==> src/rtl/ecal_pkg.sv <==
`timescale 1ns / 1ps
`default_nettype none
// ============================================================================
// ecal_pkg
// Shared types, constants and calendar tables for the epoch-to-calendar unit.
// ============================================================================
package ecal_pkg;

    localparam int unsigned SECS_LEAP_YEAR   = 31622400;
    localparam int unsigned SECS_COMMON_YEAR = 31536000;
    localparam int unsigned SECS_PER_DAY     = 86400;
    localparam int unsigned SECS_PER_HOUR    = 3600;
    localparam int unsigned SECS_PER_MINUTE  = 60;

    localparam int unsigned SEC_W    = 32;
    localparam int unsigned YEAR_W   = 8;
    localparam int unsigned MONTH_W  = 4;
    localparam int unsigned DAY_W    = 5;
    localparam int unsigned HOUR_W   = 5;
    localparam int unsigned MINUTE_W = 6;
    localparam int unsigned SECOND_W = 6;
    localparam int unsigned BIT_W    = 3;
    localparam int unsigned MLEN_W   = 22;

    localparam int unsigned OUT_BITS = YEAR_W + MONTH_W + DAY_W + HOUR_W + MINUTE_W + SECOND_W;
    localparam int unsigned OUT_W    = ((OUT_BITS + 7) / 8) * 8;

    localparam logic [YEAR_W-1:0]  YEAR_MAX       = 8'd136;
    // The only multiple of 4 in range that is not a leap year is 2100.
    localparam logic [YEAR_W-1:0]  YEAR_CENTURY   = 8'd100;
    localparam logic [MONTH_W-1:0] MONTH_FIRST    = 4'd1;
    localparam logic [MONTH_W-1:0] MONTH_LAST     = 4'd12;
    localparam logic [BIT_W-1:0]   DAY_TOP_BIT    = 3'd4;
    localparam logic [BIT_W-1:0]   HOUR_TOP_BIT   = 3'd4;
    localparam logic [BIT_W-1:0]   MINUTE_TOP_BIT = 3'd5;

    typedef enum logic [2:0] {
        ST_IDLE,
        ST_YEAR,
        ST_MONTH,
        ST_DAY,
        ST_HOUR,
        ST_MINUTE,
        ST_OUT
    } state_t;

    typedef enum logic [2:0] {
        OP_NONE,
        OP_LOAD,
        OP_YEAR,
        OP_MONTH,
        OP_DAY,
        OP_HOUR,
        OP_MINUTE,
        OP_OUT
    } op_t;

    typedef struct packed {
        op_t              op;
        logic [BIT_W-1:0] bit_idx;
    } cmd_t;

    typedef struct packed {
        logic year_fit;
        logic month_fit;
    } status_t;

    function automatic logic is_leap(input logic [YEAR_W-1:0] yoff);
        is_leap = (yoff[1:0] == 2'b00) && (yoff != YEAR_CENTURY);
    endfunction

    // Length of a month in seconds.
    function automatic logic [MLEN_W-1:0] month_secs(input logic [MONTH_W-1:0] month,
                                                     input logic              leap);
        logic [MLEN_W-1:0] len;
        len = MLEN_W'(31 * SECS_PER_DAY);
        case (month)
            4'd2:    len = leap ? MLEN_W'(29 * SECS_PER_DAY) : MLEN_W'(28 * SECS_PER_DAY);
            4'd4,
            4'd6,
            4'd9,
            4'd11:   len = MLEN_W'(30 * SECS_PER_DAY);
            default: len = MLEN_W'(31 * SECS_PER_DAY);
        endcase
        month_secs = len;
    endfunction

endpackage
`default_nettype wire

==> src/rtl/epoch_seconds_to_calendar_unit.sv <==
`timescale 1ns / 1ps
`default_nettype none
// ============================================================================
// epoch_seconds_to_calendar_unit
// Converts seconds since 2000-01-01 00:00:00 into year, month, day, hour,
// minute and second.
// ============================================================================
//
//  Channel  Direction  Payload
//  s_       in         epoch_seconds (32 bits)
//  m_       out        year_offset, month_number, day_of_month, hour_value,
//                      minute_value, second_value (34 bits in 40)
//
//  The time from an item's input transfer to its result grows with
//  year_offset and month_number, set by the year search, which
//  subtracts one year length per cycle, and the month search after it.
//  Day, hour and minute take 5, 5 and 6 restoring division steps.
//  Reset is synchronous and clears the sequencer and the output valid.
//  A result waits in the output register; the next item is taken meanwhile
//  and stalls only at its own hand-off until that register is free.
//
module epoch_seconds_to_calendar_unit import ecal_pkg::*; (
    input  wire logic             aclk,
    input  wire logic             aresetn,
    input  wire logic             s_tvalid,
    output logic                  s_tready,
    input  wire logic [SEC_W-1:0] s_tdata,   // [31:0] epoch_seconds
    output logic                  m_tvalid,
    input  wire logic             m_tready,
    output logic [OUT_W-1:0]      m_tdata    // [7:0] year_offset, [11:8] month_number,
                                             // [16:12] day_of_month, [21:17] hour_value,
                                             // [27:22] minute_value, [33:28] second_value
);

    cmd_t    cmd;
    status_t status;

    ecal_ctrl u_ctrl (
        .aclk     (aclk),
        .aresetn  (aresetn),
        .s_tvalid (s_tvalid),
        .s_tready (s_tready),
        .m_tvalid (m_tvalid),
        .m_tready (m_tready),
        .status   (status),
        .cmd      (cmd)
    );

    ecal_dp u_dp (
        .aclk        (aclk),
        .aresetn     (aresetn),
        .s_tdata_sec (s_tdata),
        .cmd         (cmd),
        .status      (status),
        .m_tdata     (m_tdata)
    );

endmodule
`default_nettype wire

==> src/rtl/ecal_ctrl.sv <==
`timescale 1ns / 1ps
`default_nettype none
// ============================================================================
// ecal_ctrl
// Sequencer: steps the datapath through the year search, the month search
// and the three restoring divisions, then hands the result to the output.
// ============================================================================
module ecal_ctrl import ecal_pkg::*; (
    input  wire logic    aclk,
    input  wire logic    aresetn,
    input  wire logic    s_tvalid,
    output logic         s_tready,
    output logic         m_tvalid,
    input  wire logic    m_tready,
    input  wire status_t status,
    output cmd_t         cmd
);

    state_t           state_reg, state_next;
    logic [BIT_W-1:0] bit_reg, bit_next;
    logic             m_tvalid_reg, m_tvalid_next;
    logic             out_free;

    assign out_free = !m_tvalid_reg || m_tready;

    always_ff @(posedge aclk) begin
        if (!aresetn) begin
            state_reg    <= ST_IDLE;
            bit_reg      <= '0;
            m_tvalid_reg <= 1'b0;
        end else begin
            state_reg    <= state_next;
            bit_reg      <= bit_next;
            m_tvalid_reg <= m_tvalid_next;
        end
    end

    // Next state and bit counter.
    always_comb begin
        state_next = state_reg;
        bit_next   = bit_reg;
        unique case (state_reg)
            ST_IDLE: begin
                if (s_tvalid) begin
                    state_next = ST_YEAR;
                end
            end
            ST_YEAR: begin
                if (!status.year_fit) begin
                    state_next = ST_MONTH;
                end
            end
            ST_MONTH: begin
                if (!status.month_fit) begin
                    state_next = ST_DAY;
                    bit_next   = DAY_TOP_BIT;
                end
            end
            ST_DAY: begin
                if (bit_reg == '0) begin
                    state_next = ST_HOUR;
                    bit_next   = HOUR_TOP_BIT;
                end else begin
                    bit_next = bit_reg - 1'b1;
                end
            end
            ST_HOUR: begin
                if (bit_reg == '0) begin
                    state_next = ST_MINUTE;
                    bit_next   = MINUTE_TOP_BIT;
                end else begin
                    bit_next = bit_reg - 1'b1;
                end
            end
            ST_MINUTE: begin
                if (bit_reg == '0) begin
                    state_next = ST_OUT;
                end else begin
                    bit_next = bit_reg - 1'b1;
                end
            end
            ST_OUT: begin
                if (out_free) begin
                    state_next = ST_IDLE;
                end
            end
            default: state_next = ST_IDLE;
        endcase
    end

    // Commands to the datapath and handshake outputs.
    always_comb begin
        cmd.op      = OP_NONE;
        cmd.bit_idx = bit_reg;
        s_tready    = 1'b0;
        unique case (state_reg)
            ST_IDLE: begin
                s_tready = 1'b1;
                if (s_tvalid) begin
                    cmd.op = OP_LOAD;
                end
            end
            ST_YEAR:   cmd.op = OP_YEAR;
            ST_MONTH:  cmd.op = OP_MONTH;
            ST_DAY:    cmd.op = OP_DAY;
            ST_HOUR:   cmd.op = OP_HOUR;
            ST_MINUTE: cmd.op = OP_MINUTE;
            ST_OUT: begin
                if (out_free) begin
                    cmd.op = OP_OUT;
                end
            end
            default:   cmd.op = OP_NONE;
        endcase
    end

    always_comb begin
        if (cmd.op == OP_OUT) begin
            m_tvalid_next = 1'b1;
        end else if (m_tready) begin
            m_tvalid_next = 1'b0;
        end else begin
            m_tvalid_next = m_tvalid_reg;
        end
    end

    assign m_tvalid = m_tvalid_reg;

    // A new result never overwrites one that is still waiting.
    a_out_free: assert property (@(posedge aclk) disable iff (!aresetn)
        (cmd.op == OP_OUT) |-> (!m_tvalid_reg || m_tready))
        else $error("result register loaded while occupied");

    a_accept_starts: assert property (@(posedge aclk) disable iff (!aresetn)
        (s_tvalid && s_tready) |=> (state_reg == ST_YEAR))
        else $error("accepted transfer did not start the year search");

    a_busy_no_ready: assert property (@(posedge aclk) disable iff (!aresetn)
        (state_reg != ST_IDLE) |-> !s_tready)
        else $error("input ready while an item is in progress");

endmodule
`default_nettype wire

==> src/rtl/ecal_dp.sv <==
`timescale 1ns / 1ps
`default_nettype none
// ============================================================================
// ecal_dp
// Datapath: remainder register with one shared subtract-and-compare, year
// and month counters, quotient registers and the result register.
// ============================================================================
module ecal_dp import ecal_pkg::*; (
    input  wire logic             aclk,
    input  wire logic             aresetn,
    input  wire logic [SEC_W-1:0] s_tdata_sec,
    input  wire cmd_t             cmd,
    output status_t               status,
    output logic [OUT_W-1:0]      m_tdata
);

    logic [SEC_W-1:0]    rem_reg, rem_next;
    logic [YEAR_W-1:0]   yoff_reg, yoff_next;
    logic [MONTH_W-1:0]  month_reg, month_next;
    logic [DAY_W-1:0]    dayq_reg, dayq_next;
    logic [HOUR_W-1:0]   hour_reg, hour_next;
    logic [MINUTE_W-1:0] minute_reg, minute_next;
    logic [OUT_W-1:0]    out_reg, out_next;

    logic             leap;
    logic [SEC_W-1:0] trial;
    logic             fits;
    logic [DAY_W-1:0] day_out;

    assign leap = is_leap(yoff_reg);

    // One operand for the shared compare, picked by the current step.
    always_comb begin
        case (cmd.op)
            OP_YEAR:   trial = leap ? SEC_W'(SECS_LEAP_YEAR) : SEC_W'(SECS_COMMON_YEAR);
            OP_MONTH:  trial = SEC_W'(month_secs(month_reg, leap));
            OP_DAY:    trial = SEC_W'(SECS_PER_DAY) << cmd.bit_idx;
            OP_HOUR:   trial = SEC_W'(SECS_PER_HOUR) << cmd.bit_idx;
            OP_MINUTE: trial = SEC_W'(SECS_PER_MINUTE) << cmd.bit_idx;
            default:   trial = '0;
        endcase
    end

    assign fits             = rem_reg >= trial;
    assign status.year_fit  = fits && (yoff_reg != YEAR_MAX);
    assign status.month_fit = fits && (month_reg != MONTH_LAST);
    assign day_out          = dayq_reg + 1'b1;

    always_comb begin
        rem_next    = rem_reg;
        yoff_next   = yoff_reg;
        month_next  = month_reg;
        dayq_next   = dayq_reg;
        hour_next   = hour_reg;
        minute_next = minute_reg;
        out_next    = out_reg;
        case (cmd.op)
            OP_LOAD: begin
                rem_next    = s_tdata_sec;
                yoff_next   = '0;
                month_next  = MONTH_FIRST;
                dayq_next   = '0;
                hour_next   = '0;
                minute_next = '0;
            end
            OP_YEAR: begin
                if (status.year_fit) begin
                    rem_next  = rem_reg - trial;
                    yoff_next = yoff_reg + 1'b1;
                end
            end
            OP_MONTH: begin
                if (status.month_fit) begin
                    rem_next   = rem_reg - trial;
                    month_next = month_reg + 1'b1;
                end
            end
            OP_DAY: begin
                if (fits) begin
                    rem_next  = rem_reg - trial;
                    dayq_next = dayq_reg | (DAY_W'(1) << cmd.bit_idx);
                end
            end
            OP_HOUR: begin
                if (fits) begin
                    rem_next  = rem_reg - trial;
                    hour_next = hour_reg | (HOUR_W'(1) << cmd.bit_idx);
                end
            end
            OP_MINUTE: begin
                if (fits) begin
                    rem_next    = rem_reg - trial;
                    minute_next = minute_reg | (MINUTE_W'(1) << cmd.bit_idx);
                end
            end
            OP_OUT: begin
                // What is left of the remainder is the second of the minute.
                out_next = OUT_W'({rem_reg[SECOND_W-1:0], minute_reg, hour_reg,
                                   day_out, month_reg, yoff_reg});
            end
            default: ;
        endcase
    end

    always_ff @(posedge aclk) begin
        rem_reg    <= rem_next;
        yoff_reg   <= yoff_next;
        month_reg  <= month_next;
        dayq_reg   <= dayq_next;
        hour_reg   <= hour_next;
        minute_reg <= minute_next;
        out_reg    <= out_next;
    end

    assign m_tdata = out_reg;

    a_year_range: assert property (@(posedge aclk) disable iff (!aresetn)
        (cmd.op == OP_MONTH) |-> (yoff_reg <= YEAR_MAX))
        else $error("year offset out of range");

    a_month_range: assert property (@(posedge aclk) disable iff (!aresetn)
        (cmd.op == OP_DAY) |-> (month_reg >= MONTH_FIRST && month_reg <= MONTH_LAST))
        else $error("month out of range");

    a_rem_second: assert property (@(posedge aclk) disable iff (!aresetn)
        (cmd.op == OP_OUT) |-> (rem_reg < SEC_W'(SECS_PER_MINUTE)))
        else $error("remainder too large after the minute division");

endmodule
`default_nettype wire
==> config.mk <==
export PLATFORM = sky130hd
export DESIGN_NAME = epoch_seconds_to_calendar_unit
export DESIGN_NICKNAME = d
export VERILOG_FILES = /design/src/rtl/ecal_pkg.sv /design/src/rtl/epoch_seconds_to_calendar_unit.sv /design/src/rtl/ecal_ctrl.sv /design/src/rtl/ecal_dp.sv
export SDC_FILE = /design/constraint.sdc
export NUM_CORES = 1
export LEC_CHECK = 0
export BUFFER_PORTS_ARGS = -buffer_cell sky130_fd_sc_hd__buf_2
export CORE_MARGIN = 5
export CORE_UTILIZATION = 40
export CTS_BUF_LIST = sky130_fd_sc_hd__clkbuf_16
export DETAILED_ROUTE_END_ITERATION = 10
export SYNTH_ARGS = -nofsm -noshare
export SYNTH_HDL_FRONTEND = slang
export SYNTH_SLANG_ARGS = --single-unit
==> constraint.sdc <==
create_clock -name aclk -period 5.69 [get_ports aclk]
set_input_delay 0.569 -clock aclk [delete_from_list [all_inputs] [get_ports aclk]]
set_output_delay 0.569 -clock aclk [all_outputs]
set_load 0.02 [all_outputs]
==> results by group <==
Outcome
  • Status: complete, no violations

Clock network
  • CTS Buf Count: 9
  • Post_cts resized: 0
  • CTS Root Cell: clkbuf_16
  • Clock Latency Late Sink: approximately 360 ps
  • Clk slew on worst S/H paths: approximately 70 ps
  • Post-CTS Hold Fix Bufs: 0
  • CTS H-tree depth: 3
  • TritonCTS clock tree: done
  • Sink Count: 101
  • Max Root-Sink Buffers: 2
  • Postcts setup bufs: 0

Route
  • Via count: around 5400
  • Detailed Route WL: roughly 16000 µm
  • Wirelength per Cell: roughly 17 µm
  • Vias per inst: 5.58
  • Drt first pass iters: 5
  • Starting DRT DRC Count: 399
  • # DRC: 0
  • Post-route ant nets: 0

Worst setup path
  • Slowest stage delay, CP: 1060 ps
  • Critical path peak fanout: 35
  • Critical path class: register to register
  • Crit end category: register
  • CP delay by family, top: compound AO/OA/AOI/OAI gates
  • Crit-path cells: nor2b_1 -> nand2_1 -> nor2_1 -> nor3_1 -> ha_1 -> a2111oi_0 -> o21ai_1 -> and3_1 -> a211o_1 -> a21oi_2 -> o21ai_0
  • Arrival time worst endpoint: a little under 5000 ps
  • Crit path buf inv count: 0
  • Nature of the critical path startpoint: register
  • WP data required: 5690 ps
  • Critical path's slowest cell: dfxtp_1

Die
  • Die Area: 18800 µm²
  • # IOs: 78
  • Core area: between 15000 and 20000 µm²
  • Die W: between 100 and 150 µm
  • Die height: between 100 and 150 µm
  • Initial Util: between 40% and 50%
  • FP Rows: 46

Yosys
  • Post-Synthesis Cells: a little under 700
  • Synthesized cell area: 6460 µm²
  • Unique masters post-synth: 74
  • Synth Area per Inst: between 9 and 10 µm²
  • Fraction of registers with async set/reset: 0%
  • Post-synth EDFFs: 94
  • Seq/Total Area, Yosys: 45.9%
  • Prevailing post-synth register cell: edfxtp_1
  • Register bit total from synthesis: around 100
  • Ys Warns: 0

GRT
  • Grt ovf: 0
  • First-pass GRT wire length: about 26000 µm
  • GRT Overall Usage: approximately 18%
  • Largest net degree at the start of global routing: 60
  • Number of global-route vias before repair: a little over 5000
  • Initial antenna violation count: 0

Cells and area
  • Layout Area Growth over Synthesis: 12.3%
  • Layout Nets: about 810
  • Fin cells: a little under 1000
  • # diodes: 0
  • Finished Core Util: 45.6%
  • Largest register FFs: 34
  • Share of layout cells above drive strength 1: 15.2%

Power
  • PwrDens: about 630 nW/µm²
  • Sw frac: between 40% and 50%
  • Power Internal: 2.45 mW
  • Static Leak: between 2 and 3 nW
  • VDD IR max: approximately 0.33 mV
  • P_sw: 2.09 mW
  • Total power: 4.54 mW
  • Sequential Power Share: around 31%
  • Comb pwr share: 56.3%
  • Clk network pwr share: about an eighth

Timing
  • Tcrit/Tclk final: 86.1%
  • Rel. slew slack: between 20% and 30%
  • RSZ-0062 raised after global routing: no
  • Final worst path period need: around 4900 ps
  • Fin. Hold Viols: 0
  • Slew at the pin closest to its max-slew limit: 1170 ps
  • Fin. max-slew vios: 0
  • Clk_skew: around 5.7 ps
  • Final setup fails: 0
  • Max Freq: approximately 200 MHz
  • Post-Route Setup TNS: 0 ps

Place
  • Placed cell count: 945
  • IO buf count: ~70
  • Final HPWL DP: roughly 12000 µm
  • GPL Wtd Cong: roughly 0.90

Min path
  • Worst hold path class: register to register

Run
  • Max cap viols: 0
[worst paths after layout]
check                                          from            endpoint  slack, ps  cells past startpoint
worst max register to register  u_ctrl.state_reg[0]  u_dp.minute_reg[5]        790                     11
worst min register to register      u_dp.rem_reg[0]    u_dp.m_tdata[28]        430                      0
worst max-delay path            u_ctrl.state_reg[0]  u_dp.minute_reg[5]        790                     11
worst min-delay path                u_dp.rem_reg[0]    u_dp.m_tdata[28]        430                      0
[final cells by class]
cell class	count	area (µm²)
clock buffer	9	225
sequential	101	2960
timing repair buffer	78	408
multi-input combinational	530	3260
tap	216	270
clock inverter	7	51.3
inverter	20	75.1
fill	1583	8640
[cells in the mapped netlist (3+ instances only)]
cell	count	area, µm²
dfxtp_1	7	140
clkbuf_1	28	105
nor2b_1	16	100
o21ai_1	10	50.1
buf_4	7	52.6
a31oi_1	5	31.3
and2_1	5	31.3
o41ai_1	3	26.3
nand2b_1	4	25.0
a21o_1	16	120
a22oi_1	3	22.5
ha_1	36	450
o21ai_0	42	210
xor2_1	14	123
buf_1	6	22.5
a211oi_1	7	52.6
a221oi_1	4	35.0
nand2_1	73	274
a21oi_1	45	225
mux2i_1	3	30.0
nand4_1	7	43.8
edfxtp_1	94	2820
and3_1	10	62.6
a31o_2	3	26.3
xnor2_1	12	105
a2111oi_0	3	26.3
o22ai_1	5	31.3
nor3_1	18	90.1
nand3_1	37	185
nor4_1	6	37.5
inv_1	18	67.6
o21a_1	4	30.0
nor2_1	82	308
o31ai_1	3	22.5
or3_1	5	31.3
[per-stage QoR]
step                      instance area, µm²  worst slack (ps)  hold slack (ps)
after floorplan                         6480              1010              400
after global placement                  6970              1060              401
after detailed placement                6970               878              410
after CTS                               7250               875              427
after global routing                    7250               381              439
final                                   7250               790              429
[kinds of logic after synthesis]
family          count (synthesis)  synth area share (%)
compound gates                180                  18.3
simple gates                  278                  20.5
xor+xnor                       26                  3.53
other cells                     1                0.0581
fa+ha+maj                      36                  6.98
flops                         101                  45.9
buf+inv                        62                  4.13
mux                             4                 0.639
[metal layers]
| layer | share of wire (%) | global-route usage (%) | vias to the layer above |
|---|---|---|---|
| met3 | 6.7 | 4.23 | 27 |
| li1 | - | - | 2631 |
| met4 | 2.0 | 5.99 | 0 |
| met2 | 47 | 29.0 | 187 |
| met1 | 44 | 23.1 | 2519 |
| met5 | 0 | 0 | - |
[layout by cell type (no fill, tap or decap), drive strengths merged, types with 5 or more instances in the layout]
| master | count |
|---|---|
| nand2 | 73 |
| clkbuf | 9 |
| nor2b | 16 |
| conb | 6 |
| and3 | 10 |
| and2 | 6 |
| a211oi | 7 |
| a21oi | 46 |
| dfxtp | 7 |
| xnor2 | 12 |
| nor3 | 19 |
| nand3 | 37 |
| buf | 78 |
| xor2 | 14 |
| nor2 | 82 |
| ha | 36 |
| nand4 | 7 |
| a31oi | 6 |
| o21ai | 52 |
| inv | 20 |
| a21o | 17 |
| edfxtp | 94 |
| or3 | 5 |
| o22ai | 6 |
| nor4 | 6 |
[power groups by stage]
stage          combinational [mW]  sequential, mW  clock (mW)
6_report                     2.55            1.41       0.576
5_1_grt                      2.85            1.44       0.625
4_1_cts                      2.54            1.41       0.595
3_5_place_dp                 2.52            1.42           0
3_3_place_gp                 2.46            1.41           0
2_1_floorplan                2.04            1.31           0
Note: power is estimated with default switching activity, not from simulation.
